[src/design/mewsf_pkg.sv]
// Shared widths, constants, codes and types for the encoder unwrap and speed filter.
package mewsf_pkg;

  localparam int SEL_W     = 3;
  localparam int IDX_W     = 2;
  localparam int ANGLE_W   = 13;
  localparam int DELTA_W   = 14;
  localparam int TURN_W    = 19;
  localparam int POS_W     = 32;
  localparam int SPEED_W   = 16;
  localparam int SCALE_W   = 16;
  localparam int WFRM_W    = 16;
  localparam int AVG_W     = 13;   // |ring sum / depth| never exceeds a half turn
  localparam int Q_FRAC    = 10;
  localparam int IN_DATA_W  = 16;
  localparam int OUT_DATA_W = 64;
  localparam int OUT_USER_W = 3;

  localparam int HalfTurn = 4096;
  localparam int FullTurn = 8192;

  localparam logic [WFRM_W-1:0]  WARMUP_RST = 16'd1000;
  localparam logic [SCALE_W-1:0] SCALE_RST  = 16'd7500;

  localparam int AVG_DEPTH_DEF   = 8;
  localparam int MOTOR_COUNT_DEF = 4;

  // configuration register indexes
  localparam logic CFG_WARMUP = 1'b0;
  localparam logic CFG_SCALE  = 1'b1;

  typedef struct packed {
    logic               done;
    logic [SPEED_W-1:0] speed;
  } spd_rsp_t;

endpackage

[src/design/motor_encoder_unwrap_speed_filter.sv]
// Top level: frame control, per-motor state and delta ring memories, result register.
//
//  channel   dir  handshake             payload
//  in_       in   in_tvalid/in_tready   tuser: motor_select, tdata: raw_angle
//  out_      out  out_tvalid/out_tready tuser: motor_index, in_warmup;
//                                       tdata: angle_delta, position, speed
//  cfg_      in   cfg_we                cfg_index, cfg_wdata
//
//  A motor frame goes from acceptance to the result register through one state memory
//  read, one ring memory read with the state update, and the speed pipeline.
//  The next frame is taken the cycle after the result loads.
//  Other frames only update the warm-up counter.
//  Reset is synchronous; per-motor valid bits and a ring-full flag stand in for
//  clearing the memories, so no clearing pass is needed.
//  A held result stalls the block only when the next result is ready to load.
module motor_encoder_unwrap_speed_filter import mewsf_pkg::*; #(
  parameter int AVG_DEPTH   = AVG_DEPTH_DEF,
  parameter int MOTOR_COUNT = MOTOR_COUNT_DEF
) (
  input  logic                  clk,
  input  logic                  rst_n,
  input  logic                  in_tvalid,
  output logic                  in_tready,
  input  logic [SEL_W-1:0]      in_tuser,   // [2:0] motor_select
  input  logic [IN_DATA_W-1:0]  in_tdata,   // [12:0] raw_angle, rest zero
  output logic                  out_tvalid,
  input  logic                  out_tready,
  output logic [OUT_USER_W-1:0] out_tuser,  // [1:0] motor_index, [2] in_warmup
  output logic [OUT_DATA_W-1:0] out_tdata,  // [13:0] angle_delta, [45:14] position,
                                            // [61:46] speed, rest zero
  input  logic                  cfg_we,
  input  logic                  cfg_index,
  input  logic [WFRM_W-1:0]     cfg_wdata
);

  localparam int MA_W    = (MOTOR_COUNT > 1) ? $clog2(MOTOR_COUNT) : 1;
  localparam int PTR_W   = $clog2(AVG_DEPTH);
  localparam int SUM_W   = DELTA_W + PTR_W;
  localparam int RDEPTH  = MOTOR_COUNT * AVG_DEPTH;
  localparam int RA_W    = (RDEPTH > 1) ? $clog2(RDEPTH) : 1;
  // state word layout, lowest bits first
  localparam int LA_LO   = 0;
  localparam int OFF_LO  = LA_LO + ANGLE_W;
  localparam int TRN_LO  = OFF_LO + ANGLE_W;
  localparam int DL_LO   = TRN_LO + TURN_W;
  localparam int PTR_LO  = DL_LO + DELTA_W;
  localparam int FULL_LO = PTR_LO + PTR_W;
  localparam int SUM_LO  = FULL_LO + 1;
  localparam int ST_W    = SUM_LO + SUM_W;
  localparam logic [PTR_W-1:0] PTR_LAST = PTR_W'(AVG_DEPTH - 1);

  typedef enum logic [2:0] {ST_IDLE, ST_RDST, ST_UPD, ST_SPD, ST_EMIT} state_t;

  state_t state_r, state_nxt;

  logic [WFRM_W-1:0]  wfrm_r, wcnt_r, wcnt_nxt, wcnt_inc;
  logic [SCALE_W-1:0] scale_r;
  logic [MOTOR_COUNT-1:0] mvalid_r;

  logic [SEL_W-1:0]   sel_r;
  logic [ANGLE_W-1:0] angle_r;
  logic               warm_r, warm_nxt;

  logic [ANGLE_W-1:0] la_r, off_r;
  logic [TURN_W-1:0]  turn_r;
  logic [DELTA_W-1:0] dl_r;
  logic [PTR_W-1:0]   ptr_r;
  logic               full_r;
  logic [SUM_W-1:0]   sum_r;
  logic [RA_W-1:0]    raddr_r;

  logic [DELTA_W-1:0] pend_dl_r;
  logic [POS_W-1:0]   pend_pos_r;

  logic               out_vld_r;
  logic [IDX_W-1:0]   out_idx_r;
  logic               out_warm_r;
  logic [DELTA_W-1:0] out_dl_r;
  logic [POS_W-1:0]   out_pos_r;
  logic [SPEED_W-1:0] out_spd_r;

  logic               in_acc, in_hit, out_free, out_load;
  logic [MA_W-1:0]    st_raddr, cur_idx;
  logic [ST_W-1:0]    st_rdata, st_wdata, st_dec;
  logic [DELTA_W-1:0] ring_rdata, ring_old;
  logic [RA_W-1:0]    ring_raddr;
  logic               st_we;

  logic signed [DELTA_W:0]   d15;
  logic [ANGLE_W-1:0] la_n, off_n;
  logic [TURN_W-1:0]  turn_n;
  logic [DELTA_W-1:0] dl_n, diff_n;
  logic [PTR_W-1:0]   ptr_n;
  logic               full_n;
  logic [SUM_W-1:0]   sum_n;
  logic [POS_W-1:0]   pos_n;
  spd_rsp_t           spd_rsp;

  assign in_tready = (state_r == ST_IDLE);
  assign in_acc    = in_tvalid && in_tready;
  assign in_hit    = ({1'b0, in_tuser} < 4'(MOTOR_COUNT));
  assign cur_idx   = sel_r[MA_W-1:0];
  assign st_raddr  = (state_r == ST_IDLE) ? in_tuser[MA_W-1:0] : cur_idx;
  assign out_free  = !out_vld_r || out_tready;
  assign st_we     = (state_r == ST_UPD);

  // warm-up counter: advance, clamp to the limit
  always_comb begin
    wcnt_inc = (wcnt_r < wfrm_r) ? wcnt_r + WFRM_W'(1) : wcnt_r;
    wcnt_nxt = (wcnt_inc >= wfrm_r) ? wfrm_r : wcnt_inc;
    warm_nxt = (wcnt_nxt < wfrm_r);
  end

  // a motor never written reads as all zero
  assign st_dec   = mvalid_r[cur_idx] ? st_rdata : '0;
  assign ring_raddr = RA_W'(cur_idx) * RA_W'(AVG_DEPTH) + RA_W'(st_dec[PTR_LO +: PTR_W]);
  // ring slots are only written in pointer order, so before the first wrap they read zero
  assign ring_old = full_r ? ring_rdata : '0;

  always_comb begin
    d15    = signed'({2'b00, angle_r}) - signed'({2'b00, la_r});
    la_n   = angle_r;
    off_n  = off_r;
    turn_n = turn_r;
    dl_n   = dl_r;
    if (warm_r) begin
      off_n = angle_r;
    end else if (d15 > (DELTA_W + 1)'(HalfTurn)) begin
      turn_n = turn_r - TURN_W'(1);
      dl_n   = DELTA_W'(d15 - (DELTA_W + 1)'(FullTurn));
    end else if (d15 < -(DELTA_W + 1)'(HalfTurn)) begin
      turn_n = turn_r + TURN_W'(1);
      dl_n   = DELTA_W'(d15 + (DELTA_W + 1)'(FullTurn));
    end else begin
      dl_n   = DELTA_W'(d15);
    end
    sum_n  = sum_r - SUM_W'(signed'(ring_old)) + SUM_W'(signed'(dl_n));
    ptr_n  = (ptr_r == PTR_LAST) ? '0 : ptr_r + PTR_W'(1);
    full_n = full_r || (ptr_r == PTR_LAST);
    diff_n = {1'b0, la_n} - {1'b0, off_n};
    pos_n  = {turn_n, {ANGLE_W{1'b0}}} + POS_W'(signed'(diff_n));
    st_wdata = {sum_n, full_n, ptr_n, dl_n, turn_n, off_n, la_n};
  end

  always_comb begin
    state_nxt = state_r;
    out_load  = 1'b0;
    case (state_r)
      ST_IDLE: begin
        if (in_acc && in_hit) begin
          state_nxt = ST_RDST;
        end
      end
      ST_RDST: state_nxt = ST_UPD;
      ST_UPD:  state_nxt = ST_SPD;
      ST_SPD: begin
        if (spd_rsp.done) begin
          if (out_free) begin
            out_load  = 1'b1;
            state_nxt = ST_IDLE;
          end else begin
            state_nxt = ST_EMIT;
          end
        end
      end
      ST_EMIT: begin
        if (out_free) begin
          out_load  = 1'b1;
          state_nxt = ST_IDLE;
        end
      end
      default: state_nxt = ST_IDLE;
    endcase
  end

  always_ff @(posedge clk) begin
    if (!rst_n) begin
      state_r   <= ST_IDLE;
      wfrm_r    <= WARMUP_RST;
      scale_r   <= SCALE_RST;
      wcnt_r    <= '0;
      mvalid_r  <= '0;
      out_vld_r <= 1'b0;
    end else begin
      state_r <= state_nxt;
      if (cfg_we) begin
        case (cfg_index)
          CFG_WARMUP: wfrm_r  <= cfg_wdata;
          CFG_SCALE:  scale_r <= cfg_wdata;
          default: ;
        endcase
      end
      if (in_acc) begin
        wcnt_r <= wcnt_nxt;
      end
      if (st_we) begin
        mvalid_r[cur_idx] <= 1'b1;
      end
      if (out_load) begin
        out_vld_r <= 1'b1;
      end else if (out_tready) begin
        out_vld_r <= 1'b0;
      end
    end
    if (in_acc) begin
      sel_r   <= in_tuser;
      angle_r <= in_tdata[ANGLE_W-1:0];
      warm_r  <= warm_nxt;
    end
    if (state_r == ST_RDST) begin
      la_r    <= st_dec[LA_LO +: ANGLE_W];
      off_r   <= st_dec[OFF_LO +: ANGLE_W];
      turn_r  <= st_dec[TRN_LO +: TURN_W];
      dl_r    <= st_dec[DL_LO +: DELTA_W];
      ptr_r   <= st_dec[PTR_LO +: PTR_W];
      full_r  <= st_dec[FULL_LO];
      sum_r   <= st_dec[SUM_LO +: SUM_W];
      raddr_r <= ring_raddr;
    end
    if (st_we) begin
      pend_dl_r  <= dl_n;
      pend_pos_r <= pos_n;
    end
    if (out_load) begin
      out_idx_r  <= sel_r[IDX_W-1:0];
      out_warm_r <= warm_r;
      out_dl_r   <= pend_dl_r;
      out_pos_r  <= pend_pos_r;
      out_spd_r  <= spd_rsp.speed;
    end
  end

  mewsf_ram #(
    .WIDTH (ST_W),
    .DEPTH (MOTOR_COUNT)
  ) u_state_ram (
    .clk   (clk),
    .we    (st_we),
    .waddr (cur_idx),
    .wdata (st_wdata),
    .raddr (st_raddr),
    .rdata (st_rdata)
  );

  mewsf_ram #(
    .WIDTH (DELTA_W),
    .DEPTH (RDEPTH)
  ) u_ring_ram (
    .clk   (clk),
    .we    (st_we),
    .waddr (raddr_r),
    .wdata (dl_n),
    .raddr (ring_raddr),
    .rdata (ring_rdata)
  );

  mewsf_speed #(
    .AVG_DEPTH (AVG_DEPTH),
    .SUM_W     (SUM_W)
  ) u_speed (
    .clk   (clk),
    .rst_n (rst_n),
    .start (st_we),
    .sum   (signed'(sum_n)),
    .scale (scale_r),
    .rsp   (spd_rsp)
  );

  assign out_tvalid = out_vld_r;
  assign out_tuser  = {out_warm_r, out_idx_r};
  assign out_tdata  = {2'b00, out_spd_r, out_pos_r, out_dl_r};

  a_wcnt_limit: assert property (@(posedge clk) disable iff (!rst_n)
    in_acc |=> (wcnt_r <= $past(wfrm_r)))
    else $error("warm-up counter above its limit");

  a_spd_done_state: assert property (@(posedge clk) disable iff (!rst_n)
    spd_rsp.done |-> (state_r == ST_SPD))
    else $error("speed result outside its wait state");

  a_other_frame_idle: assert property (@(posedge clk) disable iff (!rst_n)
    (in_acc && !in_hit) |=> (state_r == ST_IDLE))
    else $error("non-motor frame started a memory access");

  a_out_load_src: assert property (@(posedge clk) disable iff (!rst_n)
    $rose(out_vld_r) |-> ($past(state_r) == ST_SPD || $past(state_r) == ST_EMIT))
    else $error("result loaded without a finished item");

endmodule

[src/design/mewsf_ram.sv]
// Generic simple dual-port RAM with one write port and a registered read port.
module mewsf_ram #(
  parameter int WIDTH = 8,
  parameter int DEPTH = 4
) (
  input  logic                               clk,
  input  logic                               we,
  input  logic [(DEPTH > 1 ? $clog2(DEPTH) : 1)-1:0] waddr,
  input  logic [WIDTH-1:0]                   wdata,
  input  logic [(DEPTH > 1 ? $clog2(DEPTH) : 1)-1:0] raddr,
  output logic [WIDTH-1:0]                   rdata
);

  logic [WIDTH-1:0] mem [DEPTH];

  always_ff @(posedge clk) begin
    if (we) begin
      mem[waddr] <= wdata;
    end
    rdata <= mem[raddr];
  end

endmodule

[src/design/mewsf_speed.sv]
// Speed pipeline: ring sum divided by the averaging depth, scaled by Q10 gain, saturated.
module mewsf_speed import mewsf_pkg::*; #(
  parameter int AVG_DEPTH = AVG_DEPTH_DEF,
  parameter int SUM_W     = DELTA_W + $clog2(AVG_DEPTH)
) (
  input  logic                      clk,
  input  logic                      rst_n,
  input  logic                      start,
  input  logic signed [SUM_W-1:0]   sum,
  input  logic [SCALE_W-1:0]        scale,
  output spd_rsp_t                  rsp
);

  localparam logic [SUM_W-1:0] RECIP   = SUM_W'((2 ** SUM_W) / AVG_DEPTH);
  localparam logic [SUM_W-1:0] DIVISOR = SUM_W'(AVG_DEPTH);
  localparam int PM_W = AVG_W + SCALE_W;
  localparam int SH_W = PM_W - Q_FRAC;

  logic [4:0]           vld_r;
  logic [SUM_W-1:0]     mag_r, mag1_r, qe_r;
  logic [AVG_W-1:0]     q_r;
  logic [PM_W-1:0]      pm_r;
  logic [3:0]           neg_r;
  logic [SPEED_W-1:0]   speed_r;

  logic [SUM_W-1:0]     mag_nxt;
  logic [2*SUM_W-1:0]   pf;
  logic [SUM_W-1:0]     qd, rem, q_nxt;
  logic [PM_W-1:0]      pm_nxt;
  logic [SH_W-1:0]      shifted;
  logic [SPEED_W-1:0]   speed_nxt;

  always_comb begin
    mag_nxt = sum[SUM_W-1] ? SUM_W'(-sum) : SUM_W'(sum);
    pf      = {{SUM_W{1'b0}}, mag_r} * {{SUM_W{1'b0}}, RECIP};
    // reciprocal estimate is low by at most one
    qd      = qe_r * DIVISOR;
    rem     = mag1_r - qd;
    q_nxt   = (rem >= DIVISOR) ? qe_r + SUM_W'(1) : qe_r;
    pm_nxt  = {{SCALE_W{1'b0}}, q_r} * {{AVG_W{1'b0}}, scale};
    shifted = pm_r[PM_W-1:Q_FRAC];
    if (!neg_r[3]) begin
      speed_nxt = (shifted > SH_W'(32767)) ? 16'h7fff : shifted[SPEED_W-1:0];
    end else begin
      speed_nxt = (shifted > SH_W'(32768)) ? 16'h8000 : SPEED_W'(-shifted[SPEED_W-1:0]);
    end
  end

  always_ff @(posedge clk) begin
    if (!rst_n) begin
      vld_r <= '0;
    end else begin
      vld_r <= {vld_r[3:0], start};
    end
    mag_r  <= mag_nxt;
    qe_r   <= pf[2*SUM_W-1:SUM_W];
    mag1_r <= mag_r;
    q_r    <= q_nxt[AVG_W-1:0];
    pm_r   <= pm_nxt;
    neg_r  <= {neg_r[2:0], sum[SUM_W-1]};
    if (vld_r[3]) begin
      speed_r <= speed_nxt;
    end
  end

  assign rsp.done  = vld_r[4];
  assign rsp.speed = speed_r;

endmodule

[config.mk]
export PLATFORM = sky130hd
export DESIGN_NAME = motor_encoder_unwrap_speed_filter
export DESIGN_NICKNAME = d
export VERILOG_FILES = /design/src/design/mewsf_pkg.sv /design/src/design/motor_encoder_unwrap_speed_filter.sv /design/src/design/mewsf_ram.sv /design/src/design/mewsf_speed.sv
export SDC_FILE = /design/constraint.sdc
export NUM_CORES = 2
export LEC_CHECK = 0
export BUFFER_PORTS_ARGS = -buffer_cell sky130_fd_sc_hd__buf_2
export CORE_AREA = 5 5 298 300
export CTS_BUF_LIST = sky130_fd_sc_hd__clkbuf_2
export DETAILED_ROUTE_END_ITERATION = 10
export DIE_AREA = 0 0 303 305
export PLACE_DENSITY = 0.91
export SYNTH_ARGS = -nofsm -noshare
export SYNTH_HDL_FRONTEND = slang
export SYNTH_SLANG_ARGS = --single-unit
[constraint.sdc]
create_clock -name clk -period 8.1 [get_ports clk]
set_input_delay 2.025 -clock clk [delete_from_list [all_inputs] [get_ports clk]]
set_output_delay 2.025 -clock clk [all_outputs]
set_load 0.02 [all_outputs]
# Word-level counts from Yosys, hierarchy flattened
# Memory sizes are Yosys's and may differ from the RTL's. A register that Yosys moved wholly into a read port is not among the register bits.
# Index checks and enable logic that the tools add are counted.
word_totals:
  elab_cells: 118
  mem_count: 2
  out_inout_bits: 69
  mem_bits_rw: 768
  in_bits: 41
  reg_bits: 383
memory_table:
  columns: ["memory", "words", "word_bits", "read_ports", "rd_ports_with_merged_regs", "write_ports", "line", "source"]
  rows:
  - ["u_ring_ram.mem", 32, 14, 1, 1, 1, "mewsf_ram.sv:14", "logic [WIDTH-1:0] mem [DEPTH];"]
  - ["u_state_ram.mem", 4, 80, 1, 1, 1, "mewsf_ram.sv:14", null]
classes:
  n_addsub: 16
  bitwise: 2
  magnitude_cmp: 11
  muxes: 34
  n_reduce_logical: 11
  multipliers: 1
  n_eq_ne: 8
op_table:
  columns: ["operator", "n"]
  rows:
  - ["2-to-1 mux 16 bit", 6]
  - ["2-to-1 mux 62 bit", 1]
  - ["2-to-1 mux 19 bit", 3]
  - ["2-to-1 mux 14 bit", 4]
  - ["subtractor 17 bit", 2]
  - ["adder 32 bit", 1]
  - ["< comparator 16 bit", 2]
  - ["multiplier 13 x 16 -> 29 bit", 1]
  - ["subtractor 13 x 13 -> 14 bit", 2]
  - ["2-to-1 mux 13 bit", 2]
  - ["adder 19 x 1 -> 19 bit (second input constant)", 1]
  - ["greater-than comparator 19 x 15 -> 1 bit (second input constant)", 1]
  - ["greater-than comparator 19 x 16 -> 1 bit (second input constant)", 1]
  - ["subtractor 19 x 1 -> 19 bit (second input constant)", 1]
  - ["adder 17 bit", 1]
  - ["greater-or-equal comparator 17 x 4 -> 1 bit (second input constant)", 1]
  - ["negator 17 bit", 1]
  - ["adder 16 x 1 -> 16 bit (second input constant)", 1]
  - ["greater-or-equal comparator 16 bit", 1]
  - ["negator 16 bit", 1]
  - ["2-to-1 mux 3 bit", 5]
  - ["case mux 3 bit (5 select lines)", 1]
  - ["adder 14 bit (second input constant)", 1]
  - ["greater-than comparator 14 bit (second input constant)", 1]
  - ["other kinds (27)", 41]

# Logic depth before layout (Yosys ltp)
depth:
  depth_word: 8
  ltp_mapped: 33
  depth_no_buf: 31

# Hierarchy
# From an unflattened synthesis, not the netlist that was laid out.
unflattened:
  hier_cells: 3955
  hier_area_um2: 55852.3
by_module_without_submodules:
  columns: ["module", "area_per_inst_um2", "n_inst", "cells_per_inst", "seq_area_each_um2"]
  rows:
  - ["mewsf_ram at u_ring_ram", 18011.0, 1, 1006, 13733.2]
  - ["motor_encoder_unwrap_speed_filter", 15244.6, 1, 1445, 7397.1]
  - ["mewsf_ram at u_state_ram", 13259.0, 1, 502, 11210.8]
  - ["mewsf_speed", 9337.7, 1, 1002, 1821.7]

# Worst setup path before layout
# Ideal clock, no wire load.
synth_path:
  path_kind: "register -> register"
  start: "register state_r[0]"
  end: "register dl_r[0], enable pin"
  setup_ps: 640
  t_required_ps: 7460
  period_less_slack_ps: 7152
  setup_slack_ps: 948
  arrival_ps: 6512
  stages_incl_launch_ff: 3
  path_cell_list: "dfxtp_1 > clkbuf_1 > nor3b_1"
synth_via:
  elab_chain_cells: 1
synth_rtl:
  columns: ["item", "line", "source"]
  rows:
  - ["from (decl)", "motor_encoder_unwrap_speed_filter.sv:54", "state_t state_r, state_nxt;"]
  - ["from (signal assigned)", "motor_encoder_unwrap_speed_filter.sv:185", "state_r <= state_nxt;"]
  - ["== test 3 x 1 -> 1 bit", "motor_encoder_unwrap_speed_filter.sv:210", "if (state_r == ST_RDST) begin"]
  - ["to (signal assigned)", "motor_encoder_unwrap_speed_filter.sv:214", "dl_r <= st_dec[DL_LO +: DELTA_W];"]
  - ["to (decl)", "motor_encoder_unwrap_speed_filter.sv:66", "logic [DELTA_W-1:0] dl_r;"]
# Every way passes these cells.
# A chain may end at the register's enable or synchronous reset.

# Worst setup path after layout
layout_path:
  start: "register angle_r[0]"
  end: "register pend_pos_r[31] (data pin)"
layout_via:
  elab_chain_cells: 6
  elab_cells_between_ends: 9
layout_rtl:
  columns: ["item", "line", "source"]
  rows:
  - ["from (decl)", "motor_encoder_unwrap_speed_filter.sv:61", "logic [ANGLE_W-1:0] angle_r;"]
  - ["from (signal assigned)", "motor_encoder_unwrap_speed_filter.sv:207", "angle_r <= in_tdata[ANGLE_W-1:0];"]
  - ["subtractor 13 x 13 -> 14 bit *", "motor_encoder_unwrap_speed_filter.sv:121", "d15 = signed'({2'b00, angle_r}) - signed'({2'b00, la_r});"]
  - ["< comparator 14 x 13 -> 1 bit", "motor_encoder_unwrap_speed_filter.sv:131", "end else if (d15 < -(DELTA_W + 1)'(HalfTurn)) begin"]
  - ["2-to-1 mux 19 bit", "motor_encoder_unwrap_speed_filter.sv:131", null]
  - ["2-to-1 mux 19 bit *", "motor_encoder_unwrap_speed_filter.sv:128", "end else if (d15 > (DELTA_W + 1)'(HalfTurn)) begin"]
  - ["2-to-1 mux 19 bit *", "motor_encoder_unwrap_speed_filter.sv:126", "if (warm_r) begin"]
  - ["net turn_n[0]", "motor_encoder_unwrap_speed_filter.sv:91", "logic [TURN_W-1:0] turn_n;"]
  - ["adder 32 bit *", "motor_encoder_unwrap_speed_filter.sv:141", "pos_n = {turn_n, {ANGLE_W{1'b0}}} + POS_W'(signed'(diff_n));"]
  - ["net pos_n[31]", "motor_encoder_unwrap_speed_filter.sv:96", "logic [POS_W-1:0] pos_n;"]
  - ["to (signal assigned)", "motor_encoder_unwrap_speed_filter.sv:222", "pend_pos_r <= pos_n;"]
  - ["to (decl)", "motor_encoder_unwrap_speed_filter.sv:73", "logic [POS_W-1:0] pend_pos_r;"]
# The timed path passes the listed nets; every way through them passes the cells marked *.

==> metrics.json <==
{
  "run_status": "complete, no violations",
  "synthArstFlopShare_pct": 0,
  "layout-drive-gt1-share_pct": 19.8,
  "final_cell_mix": "sky130_fd_sc_hd__edfxtp_1, sky130_fd_sc_hd__clkbuf_2, sky130_fd_sc_hd__nand2_1",
  "antenna_violating_nets_post_route": 0,
  "worstRegToRegCells": 27,
  "sequential_cell_area_fraction_in_the_yosys_report_pct": 61.7,
  "clk-insertion-delay-late_ns": 1.46,
  "tritoncts_clock_tree": "done",
  "max_freq_mhz": 130,
  "p_sw_share_pct": 38.4,
  "rsz_0062_raised_after_global_routing": "false",
  "power.combinational.fraction_pct": 47.6,
  "cts_num_sinks": 1210,
  "min-delay-start": "u_speed.mag_r[5]",
  "drt_first_pass_iters": 8,
  "post_synth.cell_area_avg_um2": 13.9,
  "syn_std_cell_area_mm2": 0.0553,
  "pin_count_of_the_biggest_net_entering_global_routing": 80,
  "whs_path_depth": 0,
  "synth_enable_flop_cells": 993,
  "power_switching_mw": 8.78,
  "clock_tree.htree_level_count": 5,
  "floorplan.io_pins": 110,
  "final_nets": 4670,
  "grt_pass1_vias": 36240,
  "critical_path_peak_fanout": 18,
  "slew_headroom_pct": 9.32,
  "period_minus_slack_ns": 7.68,
  "ys.flop_type": "sky130_fd_sc_hd__edfxtp_1",
  "routed_wirelength_um": 131000,
  "starting_utilization_of_the_core_area_pct": 64.4,
  "dp_hpwl_um": 77400,
  "max_slew.worst_pin.slew_ns": 1.36,
  "crit_path_end_kind": "flop",
  "placement.io_buffers": 104,
  "cts_hold_repair.buffers": 0,
  "p_int_mw": 14.1,
  "grt_pass1_wl_um": 202000,
  "post-cts-setup-buffers": 0,
  "max_cap_violation_count": 0,
  "synthCells": 3975,
  "p_seq_share_pct": 34.7,
  "power.density_cell_area_mw_per_mm2": 381,
  "clkTransAtPathRegs_ns": 0.16,
  "timing.reg2reg.setup_slack_ns": 0.42,
  "critical_path.startpoint_type": "flop",
  "ctsRootBufferMaster": "sky130_fd_sc_hd__clkbuf_2",
  "grt_util_all_layers_pct": 28.2,
  "critical_path.max_stage_delay_ns": 0.56,
  "drc_errors": 0,
  "worst_hold_path.endpoint": "u_speed.mag1_r[5]",
  "routedWlPerCell_um": 23.3,
  "power.share.clock_pct": 17.7,
  "report.final.setup_viol": 0,
  "leak_nw": 23.1,
  "data_arrival_time_at_the_worst_slack_endpoint_ns": 8.92,
  "finalHoldViolCount": 0,
  "dr.first_iter.drc_count": 4753,
  "layout.cells.most_common": "sky130_fd_sc_hd__edfxtp_1",
  "number_of_antenna_violations_at_the_first_check_in_global_routing": 4,
  "critical-path-slowest-cell": "sky130_fd_sc_hd__a2111oi_1",
  "worst_r2r_startpoint": "angle_r[0]",
  "ys_ff_latch": 1210,
  "routabilityCongestion": 0.910,
  "fillcell_total": 5106,
  "reg2reg_to": "pend_pos_r[31]",
  "max-vdd-ir-drop_mv": 1.16,
  "synth_cell_types": 78,
  "final.period_utilization_pct": 94.9,
  "area_inside_the_core_boundary_mm2": 0.0859,
  "die_y_um": 305,
  "critical_path_required_time_ns": 9.34,
  "yosysWarningCount": 0,
  "detail_route.vias_per_cell": 6.29,
  "grt-ovfl-total": 0,
  "postCtsResizedCells": 0,
  "clock_skew_ns": 0.172,
  "area_delta_synth_final_pct": 8.28,
  "worst-setup-path-type": "reg2reg",
  "cts_buffers": 295,
  "worst_min_delay_path_category": "reg2reg",
  "floorplan.rows": 108,
  "dr_total_vias": 35415,
  "finalCoreUtilization_pct": 69.7,
  "timing.final.max_slew_violations": 0,
  "finalSetupTns_ns": 0,
  "clock_tree.buffer_depth": 4,
  "die-area_mm2": 0.0924,
  "die_width_um": 303
}
critical path: cells and delay by family (launching register included):
kind	cells	cell delay, ns
fa+ha+maj	4	1.34
mux	1	0.32
flops	1	0.44
simple gates	4	0.60
xor+xnor	2	0.78
buf+inv	3	0.53
compound gates	13	3.50
power groups by stage:
| stage | logic [mW] | clock network, mW | registers, mW |
|---|---|---|---|
| finish | 10.9 | 4.04 | 7.93 |
| CTS | 10.9 | 4.06 | 7.91 |
| global route | 12.3 | 4.43 | 7.97 |
| global placement | 10.3 | 0 | 8.01 |
| floorplan | 8.76 | 0 | 7.81 |
| detailed placement | 10.8 | 0 | 8.04 |
cell type report:
cell class | instances | area, um^2 | area share [%]
clock buffers | 437 | 2190 | 3.65
well taps | 1155 | 1450 | 2.41
flip-flops and latches | 1210 | 34200 | 57.0
inverters | 298 | 1120 | 1.87
diodes | 7 | 17.5 | 0.0292
repair buffers | 179 | 1140 | 1.90
multi-input cells | 2286 | 19400 | 32.5
clock inverters | 55 | 394 | 0.658
stage by stage:
| step | area [um^2] | cells | setup WS [ns] | power [mW] | hold slack, ns |
|---|---|---|---|---|---|
| 2_1_floorplan | 55300 | 3976 | 0.948 | 16.6 | 0.310 |
| 3_3_place_gp | 57300 | 5126 | 0.922 | 18.3 | 0.310 |
| 3_5_place_dp | 57300 | 5126 | 0.391 | 18.8 | 0.312 |
| 4_1_cts | 59800 | 5618 | 0.237 | 22.9 | 0.301 |
| 5_1_grt | 59900 | 5626 | 0.106 | 24.7 | 0.333 |
| 6_report | 59900 | 5627 | 0.417 | 22.9 | 0.303 |
cell families (layout without fill, tap and decap cells):
family / after synthesis / in the layout / share of synthesized area [%]
AOI/OAI and AO/OA: 579 / 579 / 6.48
xor gates and xnor gates: 108 / 108 / 1.73
adders and majority gates: 359 / 359 / 10.5
buffers and inverters: 480 / 969 / 3.32
DFF: 1210 / 1210 / 61.7
muxes: 322 / 322 / 7.92
other: 1 / 9 / 0.00678
and+or+nand+nor: 916 / 916 / 8.34
sequential cells by signal, summed over array words and instances (netlist names), 17 cells and up:
| name | count |
|---|---|
| sum_r | 17 |
| u_speed.pm_r | 19 |
| u_state_ram.rdata | 80 |
| out_pos_r | 32 |
| pend_pos_r | 32 |
| turn_r | 19 |
| u_ring_ram.mem | 448 |
| u_state_ram.mem | 320 |
synth_stat cells (90+ instances only):
master / number / area, um^2
sky130_fd_sc_hd__nor2_1: 112 / 420
sky130_fd_sc_hd__a21oi_1: 169 / 846
sky130_fd_sc_hd__nand3_1: 90 / 450
sky130_fd_sc_hd__edfxtp_1: 993 / 29800
sky130_fd_sc_hd__dfxtp_1: 217 / 4340
sky130_fd_sc_hd__inv_1: 298 / 1120
sky130_fd_sc_hd__nand2_1: 310 / 1160
sky130_fd_sc_hd__fa_1: 172 / 3440
sky130_fd_sc_hd__ha_1: 187 / 2340
sky130_fd_sc_hd__mux2_2: 128 / 1440
sky130_fd_sc_hd__o21ai_0: 113 / 566
sky130_fd_sc_hd__mux2i_1: 114 / 1140
sky130_fd_sc_hd__clkbuf_1: 151 / 567
sky130_fd_sc_hd__and2_1: 185 / 1160
how the worst max path moves through the flow:
stage	from	endpoint	slack (ns)	depth (start not counted)
after floorplan	state_r[0]	dl_r[0]	0.95	2
after global placement	angle_r[0]	pend_pos_r[31]	0.92	27
after detailed placement	angle_r[0]	pend_pos_r[31]	0.39	27
after CTS	angle_r[0]	pend_pos_r[31]	0.24	27
after global routing	angle_r[0]	pend_pos_r[31]	0.11	27
final	angle_r[0]	pend_pos_r[31]	0.42	27
metal layers:
metal / global-route usage, % / up-vias / share of wire (%)
met2: 45.2 / 2595 / 49
met3: 6.90 / 505 / 12
met4: 13.1 / 2 / 4.3
met1: 36.8 / 17171 / 35
met5: 0 / - / 0.0099
li1: - / 15142 / -
No activity file was read; power rests on OpenSTA's default activity.
